<file path="config.mk">
export PLATFORM = sky130hd
export DESIGN_NAME = tcw_queue
export DESIGN_NICKNAME = d
export VERILOG_FILES = /design/src/tcw_pkg.sv /design/src/tcw_queue.sv
export SDC_FILE = /design/constraint.sdc
export NUM_CORES = 1
export LEC_CHECK = 0
export ABC_AREA = 1
export BUFFER_PORTS_ARGS = -buffer_cell sky130_fd_sc_hd__buf_2
export CORE_UTILIZATION = 50
export CTS_CLUSTER_DIAMETER = 60
export DETAILED_ROUTE_END_ITERATION = 10
export GPL_TIMING_DRIVEN = 0
export PLACE_DENSITY = 0.76
export SYNTH_ARGS = -nofsm -noshare
export SYNTH_HDL_FRONTEND = slang
export SYNTH_SLANG_ARGS = --single-unit
</file>
<file path="constraint.sdc">
create_clock -name clk -period 2.75 [get_ports clk]
set_input_delay 0.4125 -clock clk [delete_from_list [all_inputs] [get_ports clk]]
set_output_delay 0.4125 -clock clk [all_outputs]
set_load 0.02 [all_outputs]
</file>
<file path="src/tcw_pkg.sv">
// Shared constants, types and helper functions of the text console writer
package tcw_pkg;

  localparam int COLUMNS    = 80;
  localparam int ROWS       = 25;
  localparam int CELL_COUNT = COLUMNS * ROWS;

  localparam int ADDR_W = $clog2(CELL_COUNT);
  localparam int CNT_W  = $clog2(CELL_COUNT + 1);
  localparam int ROW_W  = $clog2(ROWS + 1);
  localparam int COL_W  = $clog2(COLUMNS + 1);

  // Port field widths
  localparam int OPCODE_W  = 2;
  localparam int CHAR_W    = 8;
  localparam int DELTA_W   = 8;
  localparam int IDX_W     = 11;
  localparam int ROW_OUT_W = 5;
  localparam int COL_OUT_W = 7;
  localparam int CELL_W    = 16;
  localparam int ATTR_W    = 8;

  localparam int MV_W = ((COL_W > DELTA_W) ? COL_W : DELTA_W) + 2;

  localparam int TAB_STEP = 4;

  localparam int QUEUE_DEPTH = 2;
  localparam int QPTR_W      = (QUEUE_DEPTH > 1) ? $clog2(QUEUE_DEPTH) : 1;
  localparam int QCNT_W      = $clog2(QUEUE_DEPTH + 1);

  localparam logic [CHAR_W-1:0] CH_NEWLINE   = 8'd10;
  localparam logic [CHAR_W-1:0] CH_RETURN    = 8'd13;
  localparam logic [CHAR_W-1:0] CH_TAB       = 8'd9;
  localparam logic [CHAR_W-1:0] CH_BACKSPACE = 8'd8;
  localparam logic [CHAR_W-1:0] CH_SPACE     = 8'h20;

  localparam logic [ATTR_W-1:0] RESET_ATTR = 8'h07;
  localparam logic [CELL_W-1:0] RESET_CELL = 16'h0720;

  typedef enum logic [OPCODE_W-1:0] {
    OP_PUT   = 2'd0,
    OP_MOVE  = 2'd1,
    OP_CLEAR = 2'd2,
    OP_READ  = 2'd3
  } op_t;

  typedef enum logic [2:0] {
    CLS_NEWLINE,
    CLS_RETURN,
    CLS_TAB,
    CLS_BACKSPACE,
    CLS_PRINT
  } chr_class_t;

  typedef struct packed {
    op_t                      op;
    chr_class_t               cls;
    logic [CHAR_W-1:0]        ch;
    logic signed [DELTA_W-1:0] delta;
    logic [IDX_W-1:0]         index;
  } cmd_t;

  typedef enum logic [3:0] {
    ST_INIT,
    ST_IDLE,
    ST_MOVE,
    ST_READ,
    ST_READ_WAIT,
    ST_HIDE,
    ST_UPDATE,
    ST_SCRCHK,
    ST_SCROLL,
    ST_CLEAR,
    ST_PUT,
    ST_SHOW_RD,
    ST_SHOW_WR,
    ST_DONE
  } back_state_t;

  function automatic logic [ADDR_W-1:0] cell_addr(logic [ROW_W-1:0] r, logic [COL_W-1:0] c);
    return ADDR_W'(r) * ADDR_W'(COLUMNS) + ADDR_W'(c);
  endfunction

  function automatic logic [CELL_W-1:0] swap_colours(logic [CELL_W-1:0] c);
    return {c[11:8], c[15:12], c[7:0]};
  endfunction

  function automatic logic [CELL_W-1:0] blank_cell(logic [ATTR_W-1:0] attr);
    return {attr, CH_SPACE};
  endfunction

endpackage

</file>
<file path="src/tcw_queue.sv">
// Short command queue between the front and back sides
module tcw_queue (
  input  logic          clk,
  input  logic          rst_n,
  input  logic          push,
  input  tcw_pkg::cmd_t push_cmd,
  output logic          full,
  input  logic          pop,
  output logic          head_valid,
  output tcw_pkg::cmd_t head_cmd
);
  import tcw_pkg::*;

  cmd_t              ent_r [QUEUE_DEPTH];
  logic [QPTR_W-1:0] wr_ptr_r, wr_ptr_nxt;
  logic [QPTR_W-1:0] rd_ptr_r, rd_ptr_nxt;
  logic [QCNT_W-1:0] cnt_r, cnt_nxt;

  assign full       = (cnt_r == QCNT_W'(QUEUE_DEPTH));
  assign head_valid = (cnt_r != '0);
  assign head_cmd   = ent_r[rd_ptr_r];

  always_comb begin
    wr_ptr_nxt = wr_ptr_r;
    rd_ptr_nxt = rd_ptr_r;
    cnt_nxt    = cnt_r;
    if (push) begin
      wr_ptr_nxt = (wr_ptr_r == QPTR_W'(QUEUE_DEPTH - 1)) ? '0 : wr_ptr_r + 1'b1;
    end
    if (pop) begin
      rd_ptr_nxt = (rd_ptr_r == QPTR_W'(QUEUE_DEPTH - 1)) ? '0 : rd_ptr_r + 1'b1;
    end
    case ({push, pop})
      2'b10:   cnt_nxt = cnt_r + 1'b1;
      2'b01:   cnt_nxt = cnt_r - 1'b1;
      default: cnt_nxt = cnt_r;
    endcase
  end

  always_ff @(posedge clk) begin
    if (!rst_n) begin
      wr_ptr_r <= '0;
      rd_ptr_r <= '0;
      cnt_r    <= '0;
    end else begin
      wr_ptr_r <= wr_ptr_nxt;
      rd_ptr_r <= rd_ptr_nxt;
      cnt_r    <= cnt_nxt;
    end
  end

  always_ff @(posedge clk) begin
    if (push) begin
      ent_r[wr_ptr_r] <= push_cmd;
    end
  end

endmodule

</file>
==> results of run 1 <==
==> registers in the layout, indices dropped and copies added (netlist names), named ones only <==
name,count
cnt_r,2
ent_r,64
rd_ptr_r,1
wr_ptr_r,1
==> worst register-to-register path: stages, from the launching register on <==
cell and delay [ps]:
sky130_fd_sc_hd__dfxtp_1 390, sky130_fd_sc_hd__nand2_1 90, sky130_fd_sc_hd__inv_1 910
==> routing by layer <==
layer	up-vias	track usage, %	wire length (um)	part of all wire, %
li1	667	-	-	-
met1	642	16.0	1580	40
met2	41	25.2	2040	52
met3	11	4.50	191	4.9
met4	0	11.1	107	2.7
met5	-	0	0	0
==> kinds of logic after synthesis <==
logic type               count (synthesis)
multiplexers                            32
AO/OA/AOI/OAI                            2
AND/OR/NAND/NOR                         21
adder cells (fa/ha/maj)                  1
buffers and inverters                   10
flip-flops                              69
==> final cells by class <==
class / count / area, um^2 / share of cell area, %
plain buffers: 4 / 71.3 / 2.14
clock buffers: 10 / 128 / 3.82
clock inverters: 6 / 77.6 / 2.32
inverters: 6 / 22.5 / 0.675
multi-input cells: 56 / 584 / 17.5
flip-flops and latches: 69 / 2020 / 60.6
well taps: 70 / 87.6 / 2.62
repair buffers: 69 / 345 / 10.3
==> synth_stat cells (all sizes together) <==
cell type	number	share of area [%]
nand2	9	1.3
nand4	1	0.23
buf	4	2.6
nor2	11	1.5
a21oi	1	0.19
dfxtp	5	3.7
o21ai	1	0.19
mux2	32	18
ha	1	0.46
inv	6	0.84
edfxtp	64	71
==> power by group <==
group          switching (mW)  internal (mW)
Sequential             0.0167           1.21
Clock                   0.335          0.501
Combinational           0.155          0.136
Total                   0.506           1.85
==> stage by stage <==
| stage | setup TNS [ps] | power [mW] |
|---|---|---|
| after floorplan | 0 | 1.45 |
| after global placement | -10990 | 1.54 |
| after detailed placement | 0 | 1.55 |
| after CTS | 0 | 2.38 |
| after global routing | 0 | 2.44 |
| final | 0 | 2.36 |
==> cell usage in the layout (no fill, tap or decap), drive strengths merged <==
cell type  netlist  layout
buf              4      73
edfxtp          64      64
mux2            32      32
nor2            11      11
clkbuf           0      10
nand2            9       9
inv              6       6
dfxtp            5       5
clkinv           0       4
bufinv           0       2
o21ai            1       1
a21oi            1       1
nand4            1       1
ha               1       1
==> path summary, 6_finish.rpt <==
check | from | endpoint | depth (start not counted)
max reg2reg | wr_ptr_r | ent_r[1][3] | 2
max | flip-flop | head_cmd[8] | 4
min reg2reg | rd_ptr_r | flip-flop | 2
min | push_cmd[28] | ent_r[0][28] | 1
==> results by stage, run 1 <==
Run status:
- The run finished with clean final reports.

Power and ir drop:
- Power spread over the standard cell area amounts to 705 nW/um^2.
- Across the VDD grid, the largest voltage drop is roughly 550 uV.
- For this design the static power due to leakage is about 1.4 nW.

Clock tree:
- The hold buffer count at CTS is 0.
- The post-cts repair resize count is 0.
- TritonCTS created 9 clock buffers.
- The H-tree level count is 3.
- The clock net in this run drives a total of 69 sinks.
- The number of buffers on the longest clock path is 2.
- The post-CTS setup-driven buffer insertion count is 0.
- In this run the clock root is driven by a sky130_fd_sc_hd__clkbuf_8.
- TritonCTS built the clock tree.
- After clock tree synthesis, the clock-pin slew on the worst setup and hold paths is ~70 ps.
- The insertion delay of the later-clocked pin in the worst-skew pair is 330 ps.

Yosys:
- The adder-cell share of the synthesized area is less than 1%.
- The average instance in the mapped netlist occupies 19.9 um^2.
- After synthesis, the largest family of logic cells by area is multiplexers.
- Synthesis inferred between 60 and 70 register bits.
- The Yosys step of the flow raised 0 warnings.
- The synthesized netlist devotes 0.372% of its cell area to compound gates.
- In the synthesized netlist, the number of instances is 135.
- In this run the cell area of the synthesized design comes to between 2000 and 3000 um^2.
- Counting every net in the synthesized netlist gives about 170.
- Of the synthesized area, sequential elements account for 75.1%.
- Summing the areas of all xor and xnor instances in the mapped netlist gives 0% of the synthesized area.
- The number of different library cells used by synthesis comes to 13.
- The synthesized netlist devotes a little over 3% of its cell area to simple gates.
- The portion of netlist area occupied by mux cells is ~18%.

Timing:
- The setup slack of the critical path after layout is 925 ps.
- Setup repair after global routing left no endpoint under its margin.
- At the pin with the least slew margin, the transition time is 1260 ps.
- The count of final hold-check violations is 0.
- The post-route clock period utilization is 66.4%.
- Across all hold checks on the routed design, the worst slack comes to 268 ps.
- Setup violations remaining at the end of the flow were counted as 0.
- The final max-slew violation count is 0.
- The routed design could run at a clock period as short as around 1800 ps.
- The final clock skew is approximately 5.2 ps.
- The upper clock frequency limit is roughly 0.55 GHz.
- In this run the tightest slew margin relative to its limit is about 16%.

Setup path:
- The library cell contributing the largest single delay on the critical path is sky130_fd_sc_hd__dfxtp_1.
- The worst setup path is captured at an output port.
- Traced cell by cell, the critical path runs through buf_6, buf_12, mux2_4, buf_2.
- The setup check on the worst reg-to-reg path leaves a slack of roughly 950 ps.
- For the worst setup path, the data required time is around 2300 ps.
- Along the worst path, the maximum fanout reaches 10.
- The family with the most delay on the worst path is buffers and inverters.
- For this run, the slowest stage of the critical path takes 320 ps.
- STA classifies the critical path startpoint as a flip-flop.
- The arrival time at the worst endpoint is approximately 1400 ps.
- The critical path is of the reg -> out type.
- The worst path buffer plus inverter count is 3.

Drt:
- The detailed-router iteration count before antenna repair is 4.
- After detailed routing, the number of vias per cell comes to approximately 4.7.
- The detailed router placed ~1,400 vias in this run.
- In this run the remaining antenna-violating nets after routing total 0.
- The first routing iteration left 45 violations.
- The remaining design rule violation count is 0.
- The routed design has a little under 4000 um of wire.
- After detailed routing, the average wire length per cell comes to approximately 14 um.

Global routing:
- The initial antenna violation count is 0.
- For this run the aggregate overflow at the end of global routing stands at 0.
- In the global route stage, overall resource usage came out at 15.0%.
- The first global-routing pass estimated roughly 5700 um of wire.
- The number of global-route vias before repair is between 1,000 and 1,500.
- Entering global routing, the biggest net connects 33 pins.

Die:
- The overall die height is between 70 and 80 um.
- The floorplan die width is around 75 um.
- For this configuration, the core starts out at a cell density of 52.4%.
- During I/O placement, the number of pins put on the boundary was 70.
- The floorplan has 26 rows.
- The area of the core is about 5100 um^2.
- The die covers between 5000 and 6000 um^2.

Placement:
- The standard cell area after detailed placement is around 3100 um^2.
- The placer's final routability congestion estimate is between 0.6 and 0.7.
- During placement, the flow inserted port buffers numbering between 60 and 70.
- The number of placed cells counting well taps is about 270.
- Summed over all nets, the half-perimeter wirelength after detailed placement is approximately 2700 um.
- The worst-case setup slack after placement is 783 ps.

Final layout:
- Leaving out filler cells and counting taps, the final layout contains 290.
- Cells fill between 60% and 70% of the core in the end.
- The post-route netlist has between 50 and 60% of its cells at a drive strength greater than 1.
- The filler cells instantiated in the layout total 401.
- The growth of design area from synthesis to finish is 24.0%.
- Once layout is done, the placed cells without fillers occupy around 3300 um^2.
- 0 antenna diodes ended up in the layout.
- The net count of the finished layout is around 250.

Job:
- The tool flagged a number of max-cap violations equal to 0.

Hold path:
- The class of the most critical hold timing path is in -> reg.
No activity file was read; power rests on OpenSTA's default activity.
==> inputs of run 2 (changes only) <==
clock period = 1.7 ns   (was 2.75 ns; I/O delays follow)
==> results by stage, run 2 (same netlist as run 1, synthesis figures left out) <==
Setup path:
- The worst path buffer plus inverter count was 3 (unchanged).
- The worst setup path is launched from a flip-flop.
- Walking the worst path, the cells encountered are buf_12, clkbuf_16, mux2_4, buf_6.
- The setup path with the least slack is of type reg -> out.
- The highest fanout seen on the critical path is 8 (-2).
- The worst setup path is captured at an output port.
- The data required time at the worst endpoint is 1440 ps (-900 ps).
- The family with the most delay on the worst path is buffers and inverters.
- The library cell contributing the largest single delay on the critical path is sky130_fd_sc_hd__dfxtp_2.
- The arrival time at the worst endpoint is 1410 ps (about the same).
- The critical path's largest stage delay was 340 ps (+20 ps).

Clock tree:
- The sink count of the clock tree is 69 (unchanged).
- The insertion delay of the later-clocked pin in the worst-skew pair is 320 ps (about the same).
- The H-tree level count is 3 (unchanged).
- TritonCTS built the clock tree.
- The clock buffer count from CTS is 9 (unchanged).
- The number of buffers on the longest clock path is 2 (unchanged).
- The clock-pin slew reported for the worst setup and hold paths after clock tree synthesis is 70 ps (about the same).
- The tree is rooted in a sky130_fd_sc_hd__clkbuf_8.
- The hold buffer count at CTS is 0 (unchanged).

Timing:
- The worst path uses a little over nine tenths of the clock period.
- The final clock skew is 3.85 ps (-1.39 ps).
- For the finished layout, the period the worst path requires is 1660 ps.
- The count of final hold-check violations is 0 (unchanged).
- The upper clock frequency limit is between 0.6 and 0.7 GHz.
- The slew at the pin with the worst max-slew slack is 923 ps (-336 ps).
- The number of endpoints failing setup at the final stage came to 0 (unchanged).
- The worst max-slew margin expressed relative to the limit was 38.3% (+22 points).
- The final max-slew violation count is 0 (unchanged).

Final layout:
- The share of cells above drive strength 1 is 55.4% (+1.3 points).
- The net count of the finished layout came to 256 (+1.6%).
- The utilization after layout is 68.2% (+3.3 points).
- The area growth from synthesis to layout is 30.3%.
- Leaving out fill and tap cells, the most frequent cell in the layout is sky130_fd_sc_hd__edfxtp_1.
- The total of fill cells in the finished design was 359 (-10%).
- In the layout the commonest cells are 64 x sky130_fd_sc_hd__edfxtp_1, 53 x sky130_fd_sc_hd__buf_2, 30 x sky130_fd_sc_hd__mux2_4.
- The number of flip-flops under the largest register name came to 64 (unchanged).
- ent_r holds more flip-flops than any other register.
- The diode insertion count for antenna repair is 0 (unchanged).
- The largest registers in the layout are ent_r (64), cnt_r (2).

Drt:
- The count of routing violations after the opening detailed-route iteration is 45 (unchanged).
- The highest routed metal layer is met4.
- The count of nets left with antenna violations after detail routing is 0 (unchanged).
- The total routed wirelength came to 4280 um (+9.2%).
- The remaining design rule violation count is 0 (unchanged).
- The detailed-router iteration count before antenna repair came to 4 (unchanged).
- The total met3 wirelength after detailed routing is 229 um (+20%).
- The number of vias per cell was 4.82 (+2.6%).
- The average detailed-routed wire length per instance is 14.5 um (+7.7%).
- The count of vias placed by the detailed router is 1,416 (+4.0%).
- The met1 wire length is 1650 um (+4.8%).
- The total length of routed met2 wires is 2350 um (+15%).

Power and ir drop:
- The total power density per cell area is 1070 nW/um^2 (+52%).
- The worst-case vdd ir drop is 619 uV (+13%).
- The cell leakage power is 1.43 nW (+3.6%).
- The total power after layout is 3.75 mW (+59%).

Global routing:
- The pin count of the biggest net entering global routing is 33 (unchanged).
- The number of global-route vias before repair is 1,418 (+9.4%).
- The initial antenna violation count is 0 (unchanged).
- The global-route wire length before repair is 6130 um (+6.7%).
- The residual overflow from global routing was 0 (unchanged).
- The global-route usage over all layers is 15.7% (+0.71 points).

Die:
- The top-level port count was 70 (unchanged).
- The overall die height came to 75.4 um (unchanged).
- The area of the core came to 5140 um^2 (unchanged).
- The floorplan die width is 75.4 um (unchanged).
- The total number of placement rows is 26 (unchanged).
- The starting density of the core was 52.4% (unchanged).
- The die footprint is 5680 um^2 (unchanged).

Placement:
- The placed wire-length estimate after detailed placement is 2800 um (+5.4%).
- The quantity of I/O buffers inserted on ports came to 69 (unchanged).
- The placer's final routability congestion estimate was 0.660 (+0.69%).

Job:
- The number of maximum-capacitance violations is 0 (unchanged).

Hold path:
- The class of the most critical hold timing path is in -> reg.

Run status:
- The run finished with clean final reports.
[run 2: cell count changes in the layout (fill, tap and decap cells not counted)]
| cell | change |
|---|---|
| sky130_fd_sc_hd__dfxtp_1 | -1 |
| sky130_fd_sc_hd__buf_2 | -16 |
| sky130_fd_sc_hd__clkinv_2 | -1 |
| sky130_fd_sc_hd__buf_12 | +1 |
| sky130_fd_sc_hd__clkinvlp_4 | +2 |
| sky130_fd_sc_hd__buf_6 | +14 |
| sky130_fd_sc_hd__dfxtp_2 | +1 |
| sky130_fd_sc_hd__clkinv_1 | +1 |
| sky130_fd_sc_hd__bufinv_16 | -1 |
| sky130_fd_sc_hd__inv_1 | -1 |
| sky130_fd_sc_hd__clkbuf_16 | +3 |
| sky130_fd_sc_hd__buf_4 | +2 |
[run 2: power breakdown]
part           switching [mW]  internal [mW]  total (mW)  leakage [nW]
registers              0.0285           1.96        1.99         0.643
logic                   0.269          0.286       0.555         0.695
clock network           0.550          0.660        1.21        0.0888
[run 2: per-layer routing]
metal	vias up	global-route usage, %
met4	0	7.41
met5	-	0
met1	695	15.5
met3	5	6.61
li1	676	-
met2	40	28.4
[run 2: worst paths after layout]
| check | start | endpoint | slack (ps) | cells past startpoint |
|---|---|---|---|---|
| worst max-delay path | flip-flop | head_cmd[3] | 40 | 4 |
| worst min-delay path | push_cmd[12] | ent_r[0][12] | 110 | 1 |
| worst min register to register | rd_ptr_r | rd_ptr_r | 500 | 2 |
| worst max register to register | wr_ptr_r | ent_r[1][10] | 150 | 2 |
[run 2: what timing repair did]
action                                  in CTS  in global routing
endpoints found under the hold margin        0                  0
resized for setup                            1                 35
gates cloned                                 0                  3
endpoints found under the setup margin      32                 30
setup buffers                                0                  1
[run 2: through the flow]
stage / setup TNS, ps / hold slack (ps) / area [um^2] / setup WS (ps) / std cells
floorplan: 0 / 354 / 2700 / 123 / 135
global placement: -15690 / 443 / 3130 / -399 / 274
detailed placement: -4770 / 448 / 3130 / -150 / 274
CTS: 0 / 102 / 3320 / 15.8 / 290
global route: -55.1 / 89.3 / 3510 / -7.46 / 294
finish: 0 / 113 / 3510 / 36.8 / 294
[run 2: layout make-up]
type / count / area (um^2) / area share [%]
Clock inverter: 6 / 53.8 / 1.53
Inverter: 6 / 26.3 / 0.749
Multi-Input combinational cell: 56 / 584 / 16.7
Tap cell: 70 / 87.6 / 2.50
Sequential cell: 69 / 2020 / 57.7
Buffer: 4 / 80.1 / 2.28
Clock buffer: 10 / 128 / 3.64
Timing Repair Buffer: 73 / 524 / 14.9
==> inputs of run 3 (changes only) <==
CELL_PAD_IN_SITES_DETAIL_PLACEMENT = 1   (was unset)
CELL_PAD_IN_SITES_GLOBAL_PLACEMENT = 2   (was unset)
CORE_UTILIZATION = 37   (was 50)
CTS_CLUSTER_SIZE = 30   (was unset)
PLACE_DENSITY = unset   (was 0.76)
PLACE_DENSITY_LB_ADDON = 0.1   (was unset)
==> results by stage, run 3 (same netlist as run 1, synthesis figures left out) <==
Run status:
- The flow ran to the end, and the final reports show no timing, DRC or antenna violations.

Drt:
- The count of routing violations after the opening detailed-route iteration was 40 (-11%).
- The met1 wire length is 1710 um (+3.6%).
- The remaining design rule violation count was 0 (unchanged).
- Signal routing reaches up to met4.
- The number of vias per cell is 4.43 (-8.1%).
- The detailed-router iteration count before antenna repair is 4 (unchanged).
- The average detailed-routed wire length per instance was 14.7 um (+1.4%).
- The count of nets left with antenna violations after detail routing came to 0 (unchanged).
- The total length of routed met2 wires is 2580 um (+9.8%).
- The total met3 wirelength after detailed routing is 265 um (+16%).
- The total routed wirelength was 4650 um (+8.6%).
- The count of vias placed by the detailed router came to 1,394 (-1.6%).

Power and ir drop:
- The internal portion of total power is 2.74 mW (-5.8%).
- The worst-case vdd ir drop is 563 uV (-9.0%).
- The cell leakage power came to 1.38 nW (-3.6%).
- The total power density per cell area came to 1040 nW/um^2 (-3.0%).
- The share of total power in combinational logic was 15.0% (+0.2 points).
- The sequential fraction of design power came to 55.6% (+2.6 points).
- The clock network fraction of total power is 29.4% (-2.8 points).
- The total net switching power is 0.836 mW (-1.3%).
- The proportion of total power due to net switching is 23.4% (+0.81 points).

Hold path:
- The class of the most critical hold timing path is in -> reg.

Setup path:
- The worst setup path is launched from a flip-flop.
- The source of the worst register-to-register timing path is wr_ptr_r.
- The slack of the worst reg-to-reg path is 220 ps (+70 ps).
- The arrival time at the worst endpoint is 1410 ps (about the same).
- The endpoint of the lowest-slack register-to-register path is ent_r[0][10].
- The count of cells along the worst register-to-register path was 1 (-1).
- Walking the worst path, the cells encountered are buf_6, buf_12, mux2_4, buf_2.
- STA classifies the critical path endpoint as an output port.
- The critical path's largest stage delay is 330 ps (about the same).
- The worst path buffer plus inverter count is 3 (unchanged).
- The library cell contributing the largest single delay on the critical path is sky130_fd_sc_hd__dfxtp_2.
- The cell count along the critical path came to 4 (unchanged).
- The highest fanout seen on the critical path came to 10 (+2).
- The data required time at the worst endpoint is 1440 ps (about the same).
- The family with the most delay on the worst path is buffers and inverters.
- In this run the worst setup path terminates at head_cmd[21].
- The path type of the worst setup path is reg -> out.

Clock tree:
- The sink count of the clock tree is 69 (unchanged).
- The clock-pin slew reported for the worst setup and hold paths after clock tree synthesis is 70 ps (about the same).
- The clock tree from TritonCTS is done.
- The H-tree level count is 3 (unchanged).
- The cell sitting at the root of the clock tree is a sky130_fd_sc_hd__clkbuf_8.
- The clock buffer count from CTS is 9 (unchanged).
- The hold buffer count at CTS is 0 (unchanged).
- The number of buffers on the longest clock path is 2 (unchanged).
- The insertion delay of the later-clocked pin in the worst-skew pair came to 330 ps (about the same).

Final layout:
- The post-route cell area is 3440 um^2 (-1.8%).
- The utilization after layout is 49.9% (-18 points).
- The largest registers in the layout are ent_r (64), cnt_r (2).
- In the layout the commonest cells are 64 x sky130_fd_sc_hd__edfxtp_1, 50 x sky130_fd_sc_hd__buf_2, 30 x sky130_fd_sc_hd__mux2_4.
- The share of cells above drive strength 1 is 54.8% (-0.56 points).
- The number of flip-flops under the largest register name is 64 (unchanged).
- Leaving out fill and tap cells, the most frequent cell in the layout is sky130_fd_sc_hd__edfxtp_1.
- The net count of the finished layout is 253 (-1.2%).
- ent_r holds more flip-flops than any other register.
- The growth of design area from synthesis to finish is 27.9%.
- The diode insertion count for antenna repair is 0 (unchanged).

Placement:
- The placed wire-length estimate after detailed placement is 3140 um (+12%).
- The standard cell area after detailed placement is 3170 um^2 (+1.0%).
- The placer's final routability congestion estimate is 0.634 (-4.0%).
- The quantity of I/O buffers inserted on ports is 69 (unchanged).

Die:
- The die footprint is 7620 um^2 (+34%).
- The overall die height is 87.3 um (+16%).
- The area of the core is 6910 um^2 (+34%).
- The floorplan die width is 87.3 um (+16%).
- The starting density of the core is 39.0% (-13 points).
- The total number of placement rows is 30 (+15%).
- The top-level port count is 70 (unchanged).

Timing:
- The clock period minus final worst setup slack is 1660 ps (+1.45 ps).
- The slew at the pin with the worst max-slew slack is 938 ps (+14.6 ps).
- The number of endpoints failing setup at the final stage came to 0 (unchanged).
- The count of final hold-check violations came to 0 (unchanged).
- The final max-slew violation count was 0 (unchanged).
- The worst max-slew margin expressed relative to the limit was 37.3% (-0.98 points).
- The upper clock frequency limit is 0.601 GHz (about the same).
- The post-route clock period utilization was 97.9% (about the same).
- The final clock skew is 6.20 ps (+2.35 ps).
- Setup repair after global routing could not meet its margin everywhere.

Global routing:
- The residual overflow from global routing is 0 (unchanged).
- The pin count of the biggest net entering global routing came to 33 (unchanged).
- The initial antenna violation count came to 0 (unchanged).
- The global-route usage over all layers is 13.3% (-2.4 points).
- The global-route wire length before repair is 7200 um (+18%).
- The number of global-route vias before repair was 1,555 (+9.7%).

Job:
- The number of maximum-capacitance violations is 0 (unchanged).
==> run 3: cell types whose count changed in the layout (fill, tap and decap cells not counted), sizes merged <==
cell / delta
clkinvlp: +1
clkbuf: -1
bufinv: -1
clkinv: -3
buf: -1
==> run 3: how the worst min path moves through the flow <==
stage,from,end,cells past startpoint
after CTS,push_cmd[11],ent_r[0][11],1
after global placement,push_cmd[24],ent_r[0][24],1
after global routing,push_cmd[11],ent_r[0][11],1
after detailed placement,push_cmd[27],ent_r[1][27],1
final,push_cmd[21],ent_r[0][21],1
after floorplan,push_cmd[0],ent_r[0][0],0
==> run 3: per-layer routing <==
layer  up-vias  global-route usage [%]
met1       675                    13.2
met4         0                    7.60
met2        45                    23.6
li1        666                       -
met3         8                    5.02
met5         -                       0
==> run 3: power groups by stage <==
stage	clock network, mW	logic (mW)	registers, mW
after global placement	0	0.469	2.02
after global routing	1.15	0.577	2.00
after CTS	1.09	0.490	1.99
after detailed placement	0	0.487	2.03
final	1.05	0.536	1.99
after floorplan	0	0.331	2.02
==> run 3: area by class of cell <==
class                   instances  area (um^2)
repair inverters                1         7.51
repair buffers                 69          464
multi-input cells              56          584
fillers                       692         3460
clock buffers                  12          135
flip-flops and latches         69         2020
plain buffers                   4         71.3
well taps                      96          120
inverters                       6         26.3
clock inverters                 2         12.5
==> run 3: repair_timing <==
action                                  4_1_cts  5_1_grt
gates resized for setup                       3       38
endpoints found under the setup margin       33       62
pin swaps                                     0        0
buffers inserted                              0        0
gates cloned                                  0        1
==> run 3: stage by stage <==
step	cells	TNS (ps)	total power, mW	hold slack, ps	worst slack [ps]
CTS	314	0	3.57	93.6	11.0
global route	315	-240	3.73	89.0	-31.0
finish	315	0	3.58	110	35.3
floorplan	135	0	2.35	354	123
global placement	300	-14930	2.49	442	-395
detailed placement	300	-6980	2.51	447	-220
